## config.mk

```make
export PLATFORM = sky130hd
export DESIGN_NAME = lom_ram
export DESIGN_NICKNAME = d
export VERILOG_FILES = /design/src/sv/lom_ram.sv
export SDC_FILE = /design/constraint.sdc
export NUM_CORES = 1
export LEC_CHECK = 0
export BUFFER_PORTS_ARGS = -buffer_cell sky130_fd_sc_hd__buf_4
export CORE_MARGIN = 3
export CORE_UTILIZATION = 67
export CTS_CLUSTER_DIAMETER = 120
export DETAILED_ROUTE_END_ITERATION = 12
export GPL_ROUTABILITY_DRIVEN = 0
export GPL_TIMING_DRIVEN = 0
export PLACE_DENSITY = 0.84
export SLEW_MARGIN = 20
export SYNTH_ARGS = -nofsm -noshare
export SYNTH_HDL_FRONTEND = slang
export SYNTH_SLANG_ARGS = --single-unit
```

## constraint.sdc

```tcl
create_clock -name clk -period 4.9 [get_ports clk]
set_clock_uncertainty 0.2 [all_clocks]
set_input_delay 0.735 -clock clk [delete_from_list [all_inputs] [get_ports clk]]
set_output_delay 0.735 -clock clk [all_outputs]
set_load 0.05 [all_outputs]
```

## src/sv/lom_ram.sv

```systemverilog
// ----------------------------------------------------------------------------
// lom_ram: generic simple dual-port ram
// One write port and one read port, registered read data.
// ----------------------------------------------------------------------------
module lom_ram #(
  parameter int unsigned WIDTH = 8,
  parameter int unsigned DEPTH = 64
) (
  input  logic                     clk,
  input  logic                     we,
  input  logic [$clog2(DEPTH)-1:0] waddr,
  input  logic [WIDTH-1:0]         wdata,
  input  logic [$clog2(DEPTH)-1:0] raddr,
  output logic [WIDTH-1:0]         rdata
);

  logic [WIDTH-1:0] mem [DEPTH];

  always_ff @(posedge clk) begin
    if (we) begin
      mem[waddr] <= wdata;
    end
    rdata <= mem[raddr];
  end

endmodule

```

### Yosys cells after proc, flatten, opt, wreduce, memory -nomap -nowiden

Memory sizes are Yosys's and may differ from the RTL's. A register that Yosys moved wholly into a read port is not among the register bits.
Index checks and enable logic that the tools add are counted.

* flip-flop bits (word level): 0
* RAM bits: 512
* bits of input ports: 22
* output and inout port bits: 8
* word-level logic and storage cells: 3
* memories: 1

* muxes and demuxes: 2

Memories
* mem: depth 64, bits a word 8, rd ports 1, clocked after Yosys merged registers in 1, write ports 1, RTL line 17 `logic [WIDTH-1:0] mem [DEPTH];`

Operator list (number)
* 1-bit 2-to-1 mux: 2

### Longest topological paths before layout

* word-level depth: 2
* depth in mapped cells: 9
* depth with buffers taken out: 5

### Worst setup path after synthesis

No wires, ideal clock.

* path type: input port to flip-flop
* start point: input raddr[1]
* end point: register rdata[3] (read register of mem)
* data arrival time: 2275 ps
* setup slack: 2297 ps
* stages on the path: 7
* path buffers: 3
* cell sequence: buf_4 buf_2 buf_2 mux4_2 mux4_2 o21ai_1 o41ai_1

RTL lines
* start: declaration: RTL line 13 `input logic [$clog2(DEPTH)-1:0] raddr,`
* end: declaration: RTL line 14 `output logic [WIDTH-1:0] rdata`

==> results_dict.tcl <==
set metrics [dict create \
    syn_inst 940 \
    finalHoldViolCount 0 \
    post_dp_cell_area_sq_um 20800 \
    yosysWarningCount 0 \
    hp-class "input port to register" \
    rows 62 \
    arrival_ns 3.50 \
    min_to "rdata[5]$_DFF_P_" \
    fp.dieH_um 179 \
    fin_util_pct 76.3 \
    crit_chain "buf_2 > buf_4 > clkbuf_1 > buf_2 > o221ai_1 > o21a_1 > o41ai_1" \
    clkTransAtPathRegs_ns 0.07 \
    syn-mean-instance-area_sq_um 21.5 \
    pwr-share-seq_pct 54.9 \
    via_count 10356 \
    nets 1033 \
    vias_per_cell 7.25 \
    status "finished clean" \
    synth-seq-cells 520 \
    cp_data_required_time_ns 5.07 \
    grt_pass1_wl_um 71400 \
    grt_antenna_before_repair 0 \
    synth-seq-area-share_pct 77.0 \
    p_leak_nw 6.95 \
    ioPinCount 30 \
    slew_violations 0 \
    synth_cell_types 40 \
    first_pass_iters 6 \
    ys_async_sr_fraction_pct 0 \
    final_cell_mix "edfxtp_1, mux4_2, nor2_1, clkbuf_16, buf_4" \
    cp_slowest_cell "o41ai_1" \
    cellInternalPower_mw 7.07 \
    clkPwrFrac_pct 39.2 \
    insertion_delay_ns 0.56 \
    grt_use_total_pct 30.3 \
    core_sq_um 29200 \
    drcViolationCount 0 \
    cp-start-kind "input port" \
    cts_buffer_depth 3 \
    reg2reg_slack_ns 2.45 \
    synth_fp_nets 962 \
    setup_viol 0 \
    r2r-start "mem[24][6]$_DFFE_PP_" \
    cpMostUsedCell "buf_2" \
    cts_sinks 520 \
    endpoint_kind "register" \
    pwr-share-comb_pct 5.9 \
    drt-total-wl_um 48000 \
    r2r_cells 5 \
    die_w_um 179 \
    cts_made_buffers 48 \
    hold_start "raddr[5]" \
    io_buffers 21 \
    diodes 0 \
    cts_tree "done" \
    grt-ovfl-total 0 \
    postCtsHoldBufs 0 \
    timing.rr.end "rdata[6]$_DFF_P_" \
    grt_setup_unrepaired "false" \
    area_growth_pct 10.4 \
    max_slew_margin_pct 35.0 \
    dieArea_sq_um 32200 \
    cp_num_buf_inv 4 \
    path_class "input port to register" \
    drt_iter0_drc 1923 \
    synth_area_sq_um 20200 \
    finalCritPeriodShare_pct 67.9 \
    p_switching_mw 1.91 \
    finalPower_mw 8.98 \
    power_switching_share_pct 21.3 \
    synth_top_area_share_pct 76.2 \
    cap_violations 0 \
    fmax_mhz 301 \
    tightest_slew_ns 0.972 \
    synth_top_cell_by_area "edfxtp_1" \
    grt_pass1_vias 10542 \
    hpwlAfterDp_um 28900 \
    ir_worst_vdd_v 0.000317 \
    crit_fanout 10 \
    nFillCells 1507 \
    drive_above_1_share_pct 24.8 \
    fin_cells 1429 \
    grt_max_degree 65 \
    ys.flop_type "edfxtp_1" \
    synth_area_leaders "edfxtp_1, mux4_2, nor2_1, mux2i_1, dfxtp_1" \
    root_buffer "clkbuf_16" \
    cts-resized-gates 0 \
    postCtsSetupBuffers 0 \
    power.density_nw_per_um2 404 \
    holdPathStages 2 \
    cpPeakStageDelay_ns 0.74 \
    cpLargestDelayFamily "buffers and inverters" \
    cts.htree.levels 2 \
    fin_area_sq_um 22300 \
    layout_commonest_cell "edfxtp_1" \
    wl_per_cell_um 33.6 \
    synth-edff-count 512 \
    dp_cells 1345 \
    drtAntennaViolNets 0 \
    min_period_ns 3.33 \
    start_util_pct 69.1 \
    setup_tns_ns 0 \
]
[final cells by class]
class | count | area [sq um] | share of cell area (%)
multi-input combinational | 369 | 4330 | 19.4
buffer | 51 | 317 | 1.42
sequential | 520 | 15500 | 69.8
tap | 384 | 480 | 2.16
clock buffer | 65 | 1310 | 5.87
timing repair buffer | 21 | 158 | 0.708
clock inverter | 19 | 139 | 0.624
[power groups by stage]
| stage | Sequential (mW) | Clock, mW | Combinational [mW] |
|---|---|---|---|
| after floorplan | 5.06 | 0 | 0.262 |
| after global placement | 5.02 | 0 | 0.496 |
| after detailed placement | 5.03 | 0 | 0.512 |
| after CTS | 4.93 | 3.51 | 0.518 |
| after global routing | 4.93 | 3.69 | 0.547 |
| final | 4.93 | 3.52 | 0.529 |
[per-stage QoR]
| stage | setup slack [ns] | hold slack (ns) |
|---|---|---|
| final | 1.57 | 0.419 |
| after global routing | 1.54 | 0.371 |
| after CTS | 1.73 | 0.342 |
| after detailed placement | 1.27 | 0.742 |
| after global placement | 1.27 | 0.725 |
| after floorplan | 2.30 | 0.518 |
[layer usage]
layer,track usage (%),vias to the layer above,routed length (um),part of all wire [%]
li1,-,4050,-,-
met1,43.9,5265,16800,35
met2,46.0,870,22500,47
met3,7.86,171,6360,13
met4,11.2,0,2340,4.9
met5,0,-,0,0
[how the worst max path moves through the flow]
stage / startpoint / cells after the start / to / slack [ns]
5_1_grt: raddr[2] / 7 / rdata[5]$_DFF_P_ / 1.54
2_1_floorplan: raddr[1] / 7 / rdata[3]$_DFF_P_ / 2.30
6_report: raddr[2] / 7 / rdata[3]$_DFF_P_ / 1.57
3_3_place_gp: raddr[2] / 7 / rdata[3]$_DFF_P_ / 1.27
3_5_place_dp: raddr[2] / 7 / rdata[3]$_DFF_P_ / 1.27
4_1_cts: raddr[2] / 7 / rdata[5]$_DFF_P_ / 1.73
[cell usage after synthesis (all sizes together) (4+ instances only)]
| master | count |
|---|---|
| o221ai | 8 |
| dfxtp | 8 |
| o21ai | 4 |
| clkbuf | 17 |
| nor2b | 14 |
| nand3 | 13 |
| mux2i | 23 |
| a221oi | 6 |
| a211oi | 4 |
| nand2b | 7 |
| nor3 | 7 |
| mux2 | 13 |
| o22ai | 8 |
| nor2 | 83 |
| mux4 | 126 |
| edfxtp | 512 |
| buf | 34 |
| nand2 | 19 |
[registers in the layout (all words and copies together) (netlist names)]
signal	count
mem	512
rdata	8
[cells by family (layout without fill, tap and decap cells)]
family | after synthesis | after routing | synth area share (%)
flip-flops | 520 | 520 | 77.0
multiplexers | 162 | 162 | 15.9
AND/OR/NAND/NOR | 153 | 153 | 3.39
AO/OA/AOI/OAI | 54 | 54 | 2.07
buffers and inverters | 51 | 156 | 1.57
(Power assumes the default switching activity.)
