$ cat src/sv/lom_pkg.sv
// ----------------------------------------------------------------------------
// lom_pkg: shared types and constants for the order matcher
// Book entry layout and the control struct between sequencer and compare unit.
// ----------------------------------------------------------------------------
package lom_pkg;

  localparam int unsigned SlotsDefault = 32;
  localparam int unsigned IdW    = 32;
  localparam int unsigned PriceW = 24;
  localparam int unsigned QtyW   = 32;
  localparam int unsigned SeqW   = 32;
  localparam int unsigned TimeW  = 48;
  localparam int unsigned EntryW = IdW + PriceW + QtyW + SeqW;

  localparam logic KIND_TRADE  = 1'b0;
  localparam logic KIND_STATUS = 1'b1;

  typedef struct packed {
    logic [IdW-1:0]    owner_id;
    logic [PriceW-1:0] price;
    logic [QtyW-1:0]   qty;
    logic [SeqW-1:0]   seq;
  } entry_t;

  // control from sequencer to the compare unit
  typedef struct packed {
    logic clear;
    logic step;
    logic side;
  } cmp_ctl_t;

endpackage

$ cat src/sv/lom_best.sv
// ----------------------------------------------------------------------------
// lom_best: shared compare unit for the best-slot scan
// Keeps the running best of one side, one slot per cycle while step is set.
// ----------------------------------------------------------------------------
module lom_best
  import lom_pkg::*;
#(
  parameter int unsigned SLOTS = SlotsDefault
) (
  input  logic                                        clk,
  input  logic                                        rst_n,
  input  cmp_ctl_t                                    ctl,
  input  logic                                        cand_valid,
  input  logic [((SLOTS > 1) ? $clog2(SLOTS) : 1)-1:0] cand_idx,
  input  entry_t                                      cand,
  input  logic [SeqW-1:0]                             arrival,
  output logic                                        found,
  output logic [((SLOTS > 1) ? $clog2(SLOTS) : 1)-1:0] best_idx,
  output entry_t                                      best
);

  localparam int unsigned IW = (SLOTS > 1) ? $clog2(SLOTS) : 1;

  logic                     found_r, found_nxt;
  logic [IW-1:0]            idx_r, idx_nxt;
  entry_t                   best_r, best_nxt;
  logic                     better;
  logic [SeqW-1:0]          age_c, age_b;

  always_comb begin
    age_c  = arrival - cand.seq;
    age_b  = arrival - best_r.seq;
    better = (ctl.side == 1'b0) ? (cand.price < best_r.price)
                                : (cand.price > best_r.price);
    if (!better && cand.price == best_r.price) begin
      better = age_c > age_b;
    end
    found_nxt = found_r;
    idx_nxt   = idx_r;
    best_nxt  = best_r;
    if (ctl.clear) begin
      found_nxt = 1'b0;
    end else if (ctl.step && cand_valid && (!found_r || better)) begin
      found_nxt = 1'b1;
      idx_nxt   = cand_idx;
      best_nxt  = cand;
    end
  end

  always_ff @(posedge clk) begin
    if (!rst_n) begin
      found_r <= 1'b0;
    end else begin
      found_r <= found_nxt;
    end
    idx_r  <= idx_nxt;
    best_r <= best_nxt;
  end

  assign found    = found_r;
  assign best_idx = idx_r;
  assign best     = best_r;

endmodule

$ cat config.mk
export PLATFORM = sky130hd
export DESIGN_NAME = lom_best
export DESIGN_NICKNAME = d
export VERILOG_FILES = /design/src/sv/lom_pkg.sv /design/src/sv/lom_best.sv
export SDC_FILE = /design/constraint.sdc
export NUM_CORES = 1
export LEC_CHECK = 0
export ABC_AREA = 0
export BUFFER_PORTS_ARGS = -buffer_cell sky130_fd_sc_hd__buf_2
export CAP_MARGIN = 20
export CORE_ASPECT_RATIO = 1.75
export CORE_MARGIN = 4
export CORE_UTILIZATION = 57
export CTS_BUF_LIST = sky130_fd_sc_hd__clkbuf_8
export CTS_CLUSTER_DIAMETER = 60
export CTS_CLUSTER_SIZE = 16
export DETAILED_ROUTE_END_ITERATION = 10
export PLACE_DENSITY_LB_ADDON = 0.15
export SYNTH_ARGS = -nofsm -noshare
export SYNTH_HDL_FRONTEND = slang
export SYNTH_SLANG_ARGS = --single-unit
$ cat constraint.sdc
create_clock -name clk -period 51.9 [get_ports clk]
set_input_delay 7.785 -clock clk [delete_from_list [all_inputs] [get_ports clk]]
set_output_delay 7.785 -clock clk [all_outputs]
set_load 0.05 [all_outputs]
# Word level (Yosys, flattened, before mapping)
# Index checks and enable logic that the tools add are counted.
dict set report totals {
  ff_bits 126
  out_inout_bits 126
  rom_bits 0
  memories 0
  word_cells 24
  latch_bits 0
  mem_bits_rw 0
}
dict set report op_classes {
  eq_ne 1
  muxes 2
  div 0
  n_addsub 2
  bitwise 2
  order_cmp 3
  shift 0
  n_reduce_logical 8
  multipliers 0
}
# cell n
set ops {}
lappend ops {{32-bit subtractor} 2}
lappend ops {{32-bit greater-than comparator} 1}
lappend ops {{24-bit equality test} 1}
lappend ops {{24-bit greater-than comparator} 1}
lappend ops {{24-bit less-than comparator} 1}
lappend ops {{1-bit logical AND} 3}
lappend ops {{1-bit zero test} 2}
lappend ops {{1-bit two-way mux} 2}
lappend ops {{1-bit NOT} 2}
lappend ops {{2-bit AND reduction} 1}
lappend ops {{2-bit OR reduction} 1}
lappend ops {{1-bit logical OR} 1}

# Depth between registers and ports, before layout
# Gate-level depths: netlist (run 1).
dict set report depth {
  depth_word 8
  ltp_mapped 22
  mapped_depth_nobuf 22
}

# Worst setup path after synthesis (run 1)
# No wires, ideal clock.
dict set report synth_path {
  path_kind {input -> register}
  start {in arrival[0]}
  end {reg best_r, in the netlist best[0] (enable)}
  setup_slack_ns 29.959
  n_path_buf 0
  required_ns 51.066
  path_stages 22
  arrival_time_ns 21.108
  path_cell_list {inv_1 ha_1 inv_1 fa_1 a21oi_1 o211a_1 o21bai_1 a31oi_2 or3_1 a21oi_1 o21ai_1 or4b_1 o311a_1 ha_1 nand2_1 nor4_1 o21ai_0 o41ai_1 nor4_1 a21oi_1 o21ai_0 a311oi_1}
}
dict set report synth_via {
  elab_chain_cells 6
}
# item line
set synth_rtl {}
lappend synth_rtl {{from (decl)} lom_best.sv:16} ;# input logic [SeqW-1:0] arrival,
lappend synth_rtl {{32-bit subtractor, on equally long branches} {lom_best.sv:31, lom_best.sv:32}}
lappend synth_rtl {{32-bit greater-than comparator *} lom_best.sv:36} ;# better = age_c > age_b;
lappend synth_rtl {{1-bit two-way mux *} lom_best.sv:35} ;# if (!better && cand.price == best_r.price) begin
lappend synth_rtl {{1-bit logical OR *} lom_best.sv:43} ;# end else if (ctl.step && cand_valid && (!found_r || better)) begin
lappend synth_rtl {{1-bit logical AND *} lom_best.sv:43}
lappend synth_rtl {{2-bit AND reduction (no line) *} -}
lappend synth_rtl {{to (signal assigned)} lom_best.sv:57} ;# best_r <= best_nxt;
lappend synth_rtl {{to (decl)} lom_best.sv:26} ;# entry_t best_r, best_nxt;
# Every way passes the cells marked *; elsewhere a longest branch is shown, timed or not.
# A chain may end at the register's enable or synchronous reset.

# Worst setup path after layout (run 1)
dict set report layout_path {
  start {in arrival[0]}
  end {reg best_r, in the netlist best[114] (enable)}
}
# The elaborated chain is that of the path after synthesis.

==> metrics.json, run 1 <==
{
  "outcome": {
    "status": "completed"
  },
  "die": {
    "core.rowCount": 58,
    "total_i_o_pin_count": 289,
    "die_span_y_um": 170,
    "die_w_um": 100,
    "die_area_um2": 17000,
    "core_area_um2": 14500,
    "floorplan.initialDensity": 0.586
  },
  "placement": {
    "worst_setup_timing_slack_at_the_placement_stage_ps": 38570,
    "io_buffers": 288,
    "final_weighted_congestion_of_routability_driven_global_placement": 0.930,
    "dp.cells": 1258,
    "dp.final_hpwl_um": 19400
  },
  "drt": {
    "ant_nets": 0,
    "drc": 0,
    "first_pass_iters": 7,
    "drc_violation_total_after_the_first_tritonroute_iteration": 281,
    "detailed_route_wl_um": 23800,
    "wl_per_cell_um": 18.4,
    "viasPerCell": 5.54,
    "detailroute.via_count": 7152
  },
  "timing": {
    "fin_clk_skew_ps": 18.2,
    "fin_worst_hold_slack_ps": 631,
    "postLayoutSetupSlackWorst_ps": 38950,
    "worst-slew-pin-transition_ps": 989,
    "max-slew-margin-rel": 0.341,
    "final.setup.tns_ps": 0,
    "report.final.hold_viol_count": 0,
    "final_setup_violating_endpoints": 0,
    "fin_crit_ps": 12950,
    "unrepaired_setup_endpoints_after_global_routing": "no",
    "fmax_ghz": 0.0772,
    "timing.final.crit_share": 0.250,
    "slew_viol_final": 0
  },
  "clock_tree": {
    "cts_repair_resize_count": 0,
    "worst_setup_hold_path_clk_slew_ps": 80,
    "tritoncts.num_buffers": 17,
    "cts-hold-fix-buffers": 0,
    "insertion_delay_ps": 440,
    "htree_num_levels": 4,
    "post-cts-setup-buffers": 0,
    "tritoncts_clock_tree": "yes",
    "max_buffers_root_to_sink": 2,
    "cts.sinks": 126,
    "root_buffer": "clkbuf_8"
  },
  "synth": {
    "mappedNetlistArea_um2": 8500,
    "post_synth_num_cell_types": 63,
    "netlist_top_cells_area": "edfxtp_1 (44%), ha_1 (17%), inv_1 (4.7%)",
    "netlist_instances": 793,
    "synth-edff-count": 125,
    "syn_nets": 1076,
    "yosys_register_bits": 126,
    "post-synth-top-area-cell": "edfxtp_1",
    "synth_top_area_share": 0.442,
    "synth_async_sr_flop_share": 0,
    "avgSynthCellArea_um2": 10.7,
    "synth-warning-count": 0,
    "fraction_of_the_yosys_area_taken_by_sequential_cells": 0.444,
    "synth_flop_cell": "edfxtp_1"
  },
  "cells_and_area": {
    "final_net_count": 1380,
    "growth_of_design_area_from_synthesis_to_finish_pct": 24.8,
    "n_fill_cell": 1139,
    "layoutNonFillerInstCount": 1291,
    "multiInputGateArea_um2": 4320,
    "fraction_of_final_layout_cells_sized_beyond_drive_strength_1": 0.306,
    "sequential_cell_area_um2": 3770
  },
  "setup_path": {
    "timing.critical_path.required_ps": 51960,
    "critPathTopFamily": "compound AO/OA/AOI/OAI gates",
    "rr_worst_depth": 22,
    "crit_fanout": 76,
    "criticalPathCategory": "in2reg",
    "cpMostUsedCell": "a21oi_1",
    "timing.critical_path.cells": "buf_2 > inv_1 > ha_1 > inv_1 > fa_1 > a21oi_1 > o211a_1 > o21bai_1 > a31oi_2 > or3_1 > a21oi_1 > o21ai_1 > or4b_1 > o311a_1 > ha_1 > nand2_1 > nor4_1 > o21ai_0 > o41ai_1 > nor4_1 > a21oi_1 > o21ai_0 > a311oi_4 > buf_4",
    "timing.critical_path.from_type": "primary input",
    "worst_path_largest_cell_delay_ps": 800,
    "crit_cells": 24,
    "crit_arrival_ps": 13010,
    "crit_path_end_kind": "flop",
    "worstPathBufferInverterCount": 4,
    "cp_slowest_cell": "buf_4"
  },
  "grt": {
    "groute.usage.overall": 0.276,
    "antenna_found_initial": 0,
    "globalRouteOverflowTotal": 0,
    "grt_max_degree": 77,
    "grt_pass1_wl_um": 36600,
    "vias_in_the_first_global_route": 7589
  },
  "run": {
    "cap_viol_max_count": 0
  },
  "worst_hold_path": {
    "timing.hold.worst.class": "reg2reg",
    "holdPathStages": 2
  },
  "power_and_ir_drop": {
    "power.density_nw_per_um2": 27.9,
    "power.static_leakage_nw": 5.17,
    "worst_ir_drop_on_vdd_uv": 20.4,
    "finalPower_mw": 0.296
  }
}
## state kept, by name, indices dropped and copies added (netlist names)
| name | cells |
|---|---|
| best_idx | 5 |
| found | 1 |
| best | 120 |
## cell usage in the layout (no fill, tap or decap), types with 12 or more instances in the layout
| cell | count |
|---|---|
| edfxtp_1 | 125 |
| nand3_1 | 12 |
| nand2_1 | 42 |
| xnor2_1 | 34 |
| inv_1 | 108 |
| a21oi_1 | 67 |
| nand4_1 | 20 |
| o21bai_1 | 12 |
| buf_2 | 288 |
| a21o_1 | 49 |
| o21ai_0 | 29 |
| nor2_1 | 41 |
| clkbuf_8 | 17 |
| xor2_1 | 20 |
| ha_1 | 118 |
## where the power goes
part / leakage [nW] / internal (mW) / switching, mW
Combinational: 3.80 / 0.0334 / 0.0501
Clock: 0.215 / 0.0523 / 0.0437
Sequential: 1.16 / 0.115 / 0.000961
Total: 5.17 / 0.201 / 0.0948
## synthesized netlist by cell type (all sizes together), types with 2 or more instances
library cell / n
nor3: 3
o21ai: 34
o41ai: 2
a41oi: 2
xor2: 20
xnor2: 34
edfxtp: 125
a21o: 49
nor4: 6
nand2b: 7
a31oi: 6
nor3b: 3
a21oi: 70
and3: 5
a211oi: 11
inv: 107
clkbuf: 3
o21a: 6
o211ai: 6
fa: 2
a221o: 2
nor2: 41
nor2b: 8
or3: 8
buf: 2
nand2: 42
o21bai: 12
nand3b: 2
ha: 118
nand4: 20
nand3: 12
o31ai: 4
## layer usage
metal,vias up,share of wire,routed length [um],GRT usage
met5,-,0,0,0
met4,0,0.044,1060,0.140
met3,72,0.038,913,0.0403
met2,199,0.58,13700,0.537
met1,3359,0.34,8120,0.274
li1,3522,-,-,-
## cell type report
cell class,count,area share
multi-input cells,555,0.407
flip-flops and latches,126,0.356
repair buffers,290,0.137
clock inverters,15,0.0185
clock buffers,17,0.0221
well taps,180,0.0212
diodes,1,0.000236
inverters,107,0.0379
## worst paths after layout
| kind | startpoint | endpoint | slack [ps] |
|---|---|---|---|
| worst max-delay path | arrival[0] | best[114]$_DFFE_PP_ | 38950 |
| worst min-delay path | found$_SDFFE_PP0P_ | found$_SDFFE_PP0P_ | 630 |
| worst max register to register | best[0]$_DFFE_PP_ | best[114]$_DFFE_PP_ | 46100 |
| worst min register to register | found$_SDFFE_PP0P_ | found$_SDFFE_PP0P_ | 630 |
## cells by family after synthesis
group                    synth area share
adder cells (fa/ha/maj)             0.178
buffers and inverters              0.0500
multiplexers                      0.00250
flip-flops                          0.444
AND/OR/NAND/NOR                    0.0971
XOR/XNOR                           0.0556
AO/OA/AOI/OAI                       0.172
## metrics by stage
step / util / cell area (um2)
6_report: 0.731 / 10600
5_1_grt: 0.731 / 10600
4_1_cts: 0.731 / 10600
3_5_place_dp: 0.701 / 10200
3_3_place_gp: 0.701 / 10200
2_1_floorplan: - / 8500
## worst min-delay path, cell delays in order (launching register included)
cell and delay (ps):
dfxtp_1 370, a21oi_1 160, nor3b_1 60
Note: power is estimated with default switching activity, not from simulation.
==> run 2, diff against run 1 <==
--- a/config.mk
+++ b/config.mk
@@ -5,12 +5,12 @@
 export SDC_FILE = /design/constraint.sdc
 export NUM_CORES = 1
 export LEC_CHECK = 0
-export ABC_AREA = 0
+export ABC_AREA = 1
 export BUFFER_PORTS_ARGS = -buffer_cell sky130_fd_sc_hd__buf_2
 export CAP_MARGIN = 20
 export CORE_ASPECT_RATIO = 1.75
 export CORE_MARGIN = 4
-export CORE_UTILIZATION = 57
+export CORE_UTILIZATION = 49
 export CTS_BUF_LIST = sky130_fd_sc_hd__clkbuf_8
 export CTS_CLUSTER_DIAMETER = 60
 export CTS_CLUSTER_SIZE = 16
==> constraint.sdc (replaced) <==
create_clock -name clk -period 11.35 [get_ports clk]
set_input_delay 1.7025 -clock clk [delete_from_list [all_inputs] [get_ports clk]]
set_output_delay 1.7025 -clock clk [all_outputs]
set_load 0.05 [all_outputs]
==> metrics.json, run 2 <==
{
  "timing": {
    "fin_crit_ps": 5930,
    "fmax_ghz": 0.169,
    "max-slew-margin-rel": {"value": 0.595, "change": "was 0.341"},
    "final.setup.tns": {"value": 0, "unit": "ps", "change": "unchanged"},
    "final_setup_violating_endpoints": {"value": 0, "change": "unchanged"},
    "report.final.hold_viol_count": {"value": 0, "change": "unchanged"},
    "fin_clk_skew": {"value": 15.0, "unit": "ps", "change": "was 18.2 ps"},
    "worst-slew-pin-transition": {"value": 607, "unit": "ps", "change": "was 989 ps"},
    "unrepaired_setup_endpoints_after_global_routing": {"value": "no", "change": "unchanged"},
    "slew_viol_final": {"value": 0, "change": "unchanged"},
    "timing.final.crit_share": 0.522
  },
  "placement": {
    "final_weighted_congestion_of_routability_driven_global_placement": {"value": 1.01, "change": "was 0.930"},
    "io_buffers": {"value": 288, "change": "unchanged"},
    "dp.final_hpwl": {"value": 26800, "unit": "um", "change": "was 19400 um"},
    "dp.cells": {"value": 1594, "change": "was 1258"}
  },
  "cells_and_area": {
    "largest_reg_flops": {"value": 120, "change": "unchanged"},
    "growth_of_design_area_from_synthesis_to_finish": {"value": 23.4, "unit": "%", "change": "was 24.8%"},
    "layoutNonFillerInstCount": {"value": 1628, "change": "was 1291"},
    "layout.cells.most_common": {"value": "buf_2", "change": "unchanged"},
    "layout_common_cells": {"value": "buf_2 (288), nand2_1 (215), inv_1 (158), edfxtp_1 (125), ha_1 (118)", "change": "was buf_2 (288), edfxtp_1 (125), ha_1 (118), inv_1 (108), a21oi_1 (67)"},
    "fraction_of_final_layout_cells_sized_beyond_drive_strength_1": {"value": 0.249, "change": "was 0.306"},
    "final_net_count": {"value": 1660, "change": "was 1380"},
    "diodes": {"value": 0, "change": "was 1"}
  },
  "setup_path": {
    "criticalPathCategory": {"value": "in2reg", "change": "unchanged"},
    "timing.critical_path.cells": {"value": "buf_2 > ha_1 > inv_1 > fa_1 > nand2_1 > o21ai_2 > a21boi_2 > o21ai_2 > nand3_1 > nand3_1 > nand2_1 > ha_1 > nand2_1 > nor2_1 > nand2_1 > nor2_1 > nand2_1 > a21oi_1 > nor2_1 > nor2_4 > buf_12 > buf_4 > buf_12", "change": "was buf_2 > inv_1 > ha_1 > inv_1 > fa_1 > a21oi_1 > o211a_1 > o21bai_1 > a31oi_2 > or3_1 > a21oi_1 > o21ai_1 > or4b_1 > o311a_1 > ha_1 > nand2_1 > nor4_1 > o21ai_0 > o41ai_1 > nor4_1 > a21oi_1 > o21ai_0 > a311oi_4 > buf_4"},
    "worstPathBufferInverterCount": {"value": 5, "change": "was 4"},
    "crit_fanout": {"value": 45, "change": "was 76"},
    "timing.critical_path.from_type": {"value": "primary input", "change": "unchanged"},
    "critPathTopFamily": {"value": "buffers and inverters", "change": "was compound AO/OA/AOI/OAI gates"},
    "cpMostUsedCell": {"value": "nand2_1", "change": "was a21oi_1"},
    "worst_path_largest_cell_delay": {"value": 520, "unit": "ps", "change": "was 800 ps"},
    "crit_path_end_kind": {"value": "flop", "change": "unchanged"},
    "timing.critical_path.required": {"value": 11500, "unit": "ps", "change": "was 51960 ps"},
    "cp_slowest_cell": {"value": "buf_4", "change": "unchanged"},
    "crit_arrival": {"value": 6070, "unit": "ps", "change": "was 13010 ps"}
  },
  "clock_tree": {
    "root_buffer": {"value": "clkbuf_8", "change": "unchanged"},
    "worst_setup_hold_path_clk_slew": {"value": 80, "unit": "ps", "change": "about the same"},
    "tritoncts.num_buffers": {"value": 17, "change": "unchanged"},
    "insertion_delay": {"value": 470, "unit": "ps", "change": "was 440 ps"},
    "max_buffers_root_to_sink": {"value": 2, "change": "unchanged"},
    "htree_num_levels": {"value": 4, "change": "unchanged"},
    "cts-hold-fix-buffers": {"value": 0, "change": "unchanged"},
    "tritoncts_clock_tree": {"value": "yes", "change": "unchanged"},
    "cts_repair_resize_count": {"value": 0, "change": "unchanged"},
    "post-cts-setup-buffers": {"value": 0, "change": "unchanged"},
    "cts.sinks": {"value": 126, "change": "unchanged"}
  },
  "drt": {
    "viasPerCell": {"value": 5.35, "change": "was 5.54"},
    "ant_nets": {"value": 0, "change": "unchanged"},
    "drc_violation_total_after_the_first_tritonroute_iteration": {"value": 493, "change": "was 281"},
    "detailed_route_wl": {"value": 31200, "unit": "um", "change": "was 23800 um"},
    "wl_per_cell": {"value": 19.2, "unit": "um", "change": "was 18.4 um"},
    "first_pass_iters": {"value": 7, "change": "unchanged"},
    "drc": {"value": 0, "change": "unchanged"},
    "detailroute.via_count": {"value": 8714, "change": "was 7152"}
  },
  "synth": {
    "netlist_instances": {"value": 1067, "change": "was 793"},
    "synth-edff-count": {"value": 125, "change": "unchanged"},
    "fraction_of_the_yosys_area_taken_by_sequential_cells": {"value": 0.410, "change": "was 0.444"},
    "post-synth-top-area-cell": {"value": "edfxtp_1", "change": "unchanged"},
    "syn_nets": {"value": 1350, "change": "was 1076"},
    "mappedNetlistArea": {"value": 9200, "unit": "um2", "change": "was 8500 um2"},
    "synth_flop_cell": {"value": "edfxtp_1", "change": "unchanged"},
    "synth_async_sr_flop_share": {"value": 0, "change": "unchanged"},
    "synth_commonest_cells": {"value": "nand2_1 (215), inv_1 (158), edfxtp_1 (125), ha_1 (118), a21oi_1 (108)", "change": "was edfxtp_1 (125), ha_1 (118), inv_1 (107), a21oi_1 (67), a21o_1 (49)"},
    "synth.most_common_cell": {"value": "nand2_1", "change": "was edfxtp_1"},
    "netlist_top_cells_area": {"value": "edfxtp_1 (41%), ha_1 (16%), nand2_1 (8.8%)", "change": "was edfxtp_1 (44%), ha_1 (17%), inv_1 (4.7%)"},
    "synth-warning-count": {"value": 0, "change": "unchanged"},
    "avgSynthCellArea": {"value": 8.62, "unit": "um2", "change": "was 10.7 um2"},
    "yosys_register_bits": {"value": 126, "change": "unchanged"},
    "synth_top_area_share": {"value": 0.408, "change": "was 0.442"},
    "post_synth_num_cell_types": {"value": 32, "change": "was 63"}
  },
  "grt": {
    "grt_max_degree": {"value": 88, "change": "was 77"},
    "groute.usage.overall": {"value": 0.293, "change": "was 0.276"},
    "grt_pass1_wl": {"value": 46800, "unit": "um", "change": "was 36600 um"},
    "vias_in_the_first_global_route": {"value": 8993, "change": "was 7589"},
    "globalRouteOverflowTotal": {"value": 0, "change": "unchanged"},
    "antenna_found_initial": {"value": 0, "change": "unchanged"}
  },
  "power_and_ir_drop": {
    "worst_ir_drop_on_vdd": {"value": 135, "unit": "uV", "change": "was 20.4 uV"},
    "finalPower": {"value": 1.33, "unit": "mW", "change": "was 0.296 mW"},
    "power.static_leakage": {"value": 5.50, "unit": "nW", "change": "was 5.17 nW"},
    "power.density": {"value": 117, "unit": "nW/um2", "change": "was 27.9 nW/um2"}
  },
  "die": {
    "total_i_o_pin_count": {"value": 289, "change": "unchanged"},
    "core.rowCount": {"value": 66, "change": "was 58"},
    "floorplan.initialDensity": {"value": 0.497, "change": "was 0.586"},
    "die_area": {"value": 21100, "unit": "um2", "change": "was 17000 um2"},
    "core_area": {"value": 18500, "unit": "um2", "change": "was 14500 um2"},
    "die_span_y": {"value": 189, "unit": "um", "change": "was 170 um"},
    "die_w": {"value": 112, "unit": "um", "change": "was 100 um"}
  },
  "worst_hold_path": {
    "timing.hold.worst.class": {"value": "reg2reg", "change": "unchanged"}
  },
  "run": {
    "cap_viol_max_count": {"value": 0, "change": "unchanged"}
  },
  "outcome": {
    "status": {"value": "completed", "change": "unchanged"}
  }
}
## run 2: final cells by class
class | instances | area [um2]
Clock inverter | 15 | 123
Timing Repair Buffer | 291 | 1490
Clock buffer | 17 | 234
Inverter | 158 | 593
Fill cell | 1750 | 7150
Tap cell | 238 | 298
Multi-Input combinational cell | 783 | 4840
Sequential cell | 126 | 3770
## run 2: where the power goes
group	switching [mW]	internal, mW
Clock	0.211	0.157
Sequential	0.00413	0.527
Combinational	0.287	0.145
Total	0.503	0.830
## run 2: tightest hold or removal path: cells and delay by family (launching register included)
| kind | cells | cell delay [ps] |
|---|---|---|
| DFF | 1 | 340 |
| AOI/OAI and AO/OA | 1 | 120 |
| and+or+nand+nor | 1 | 60 |
## run 2: kinds of logic after synthesis
logic type / after synthesis / share of synthesized area
AOI/OAI and AO/OA: 200 / 0.122
xor gates and xnor gates: 48 / 0.0457
adders and majority gates: 120 / 0.165
buffers and inverters: 158 / 0.0645
DFF: 126 / 0.410
and+or+nand+nor: 415 / 0.192
## run 2: path summary, 6_finish.rpt
check	start	endpoint	slack (ps)	cells past startpoint
hold reg to reg	found$_SDFFE_PP0P_	found$_SDFFE_PP0P_	560	2
setup / recovery	cand[0]	best[20]$_DFFE_PP_	5420	23
hold / removal	found$_SDFFE_PP0P_	found$_SDFFE_PP0P_	560	2
setup reg to reg	best[19]$_DFFE_PP_	best[20]$_DFFE_PP_	6450	21
## run 2: per-layer routing
| layer | global-route usage | wire, um | up-vias |
|---|---|---|---|
| met1 | 0.259 | 9910 | 3937 |
| met5 | 0 | 0 | - |
| met4 | 0.248 | 3020 | 0 |
| met3 | 0.0569 | 1670 | 133 |
| met2 | 0.553 | 16600 | 354 |
| li1 | - | - | 4290 |
## run 2: metrics by stage
step / hold WS, ps / area (um2) / util / setup slack [ps]
finish: 560 / 11300 / 0.614 / 5420
global route: 610 / 11300 / 0.614 / 5060
CTS: 558 / 11300 / 0.611 / 4850
detailed placement: 543 / 11000 / 0.592 / 4360
global placement: 528 / 11000 / 0.592 / 4430
floorplan: 744 / 9200 / - / 1560
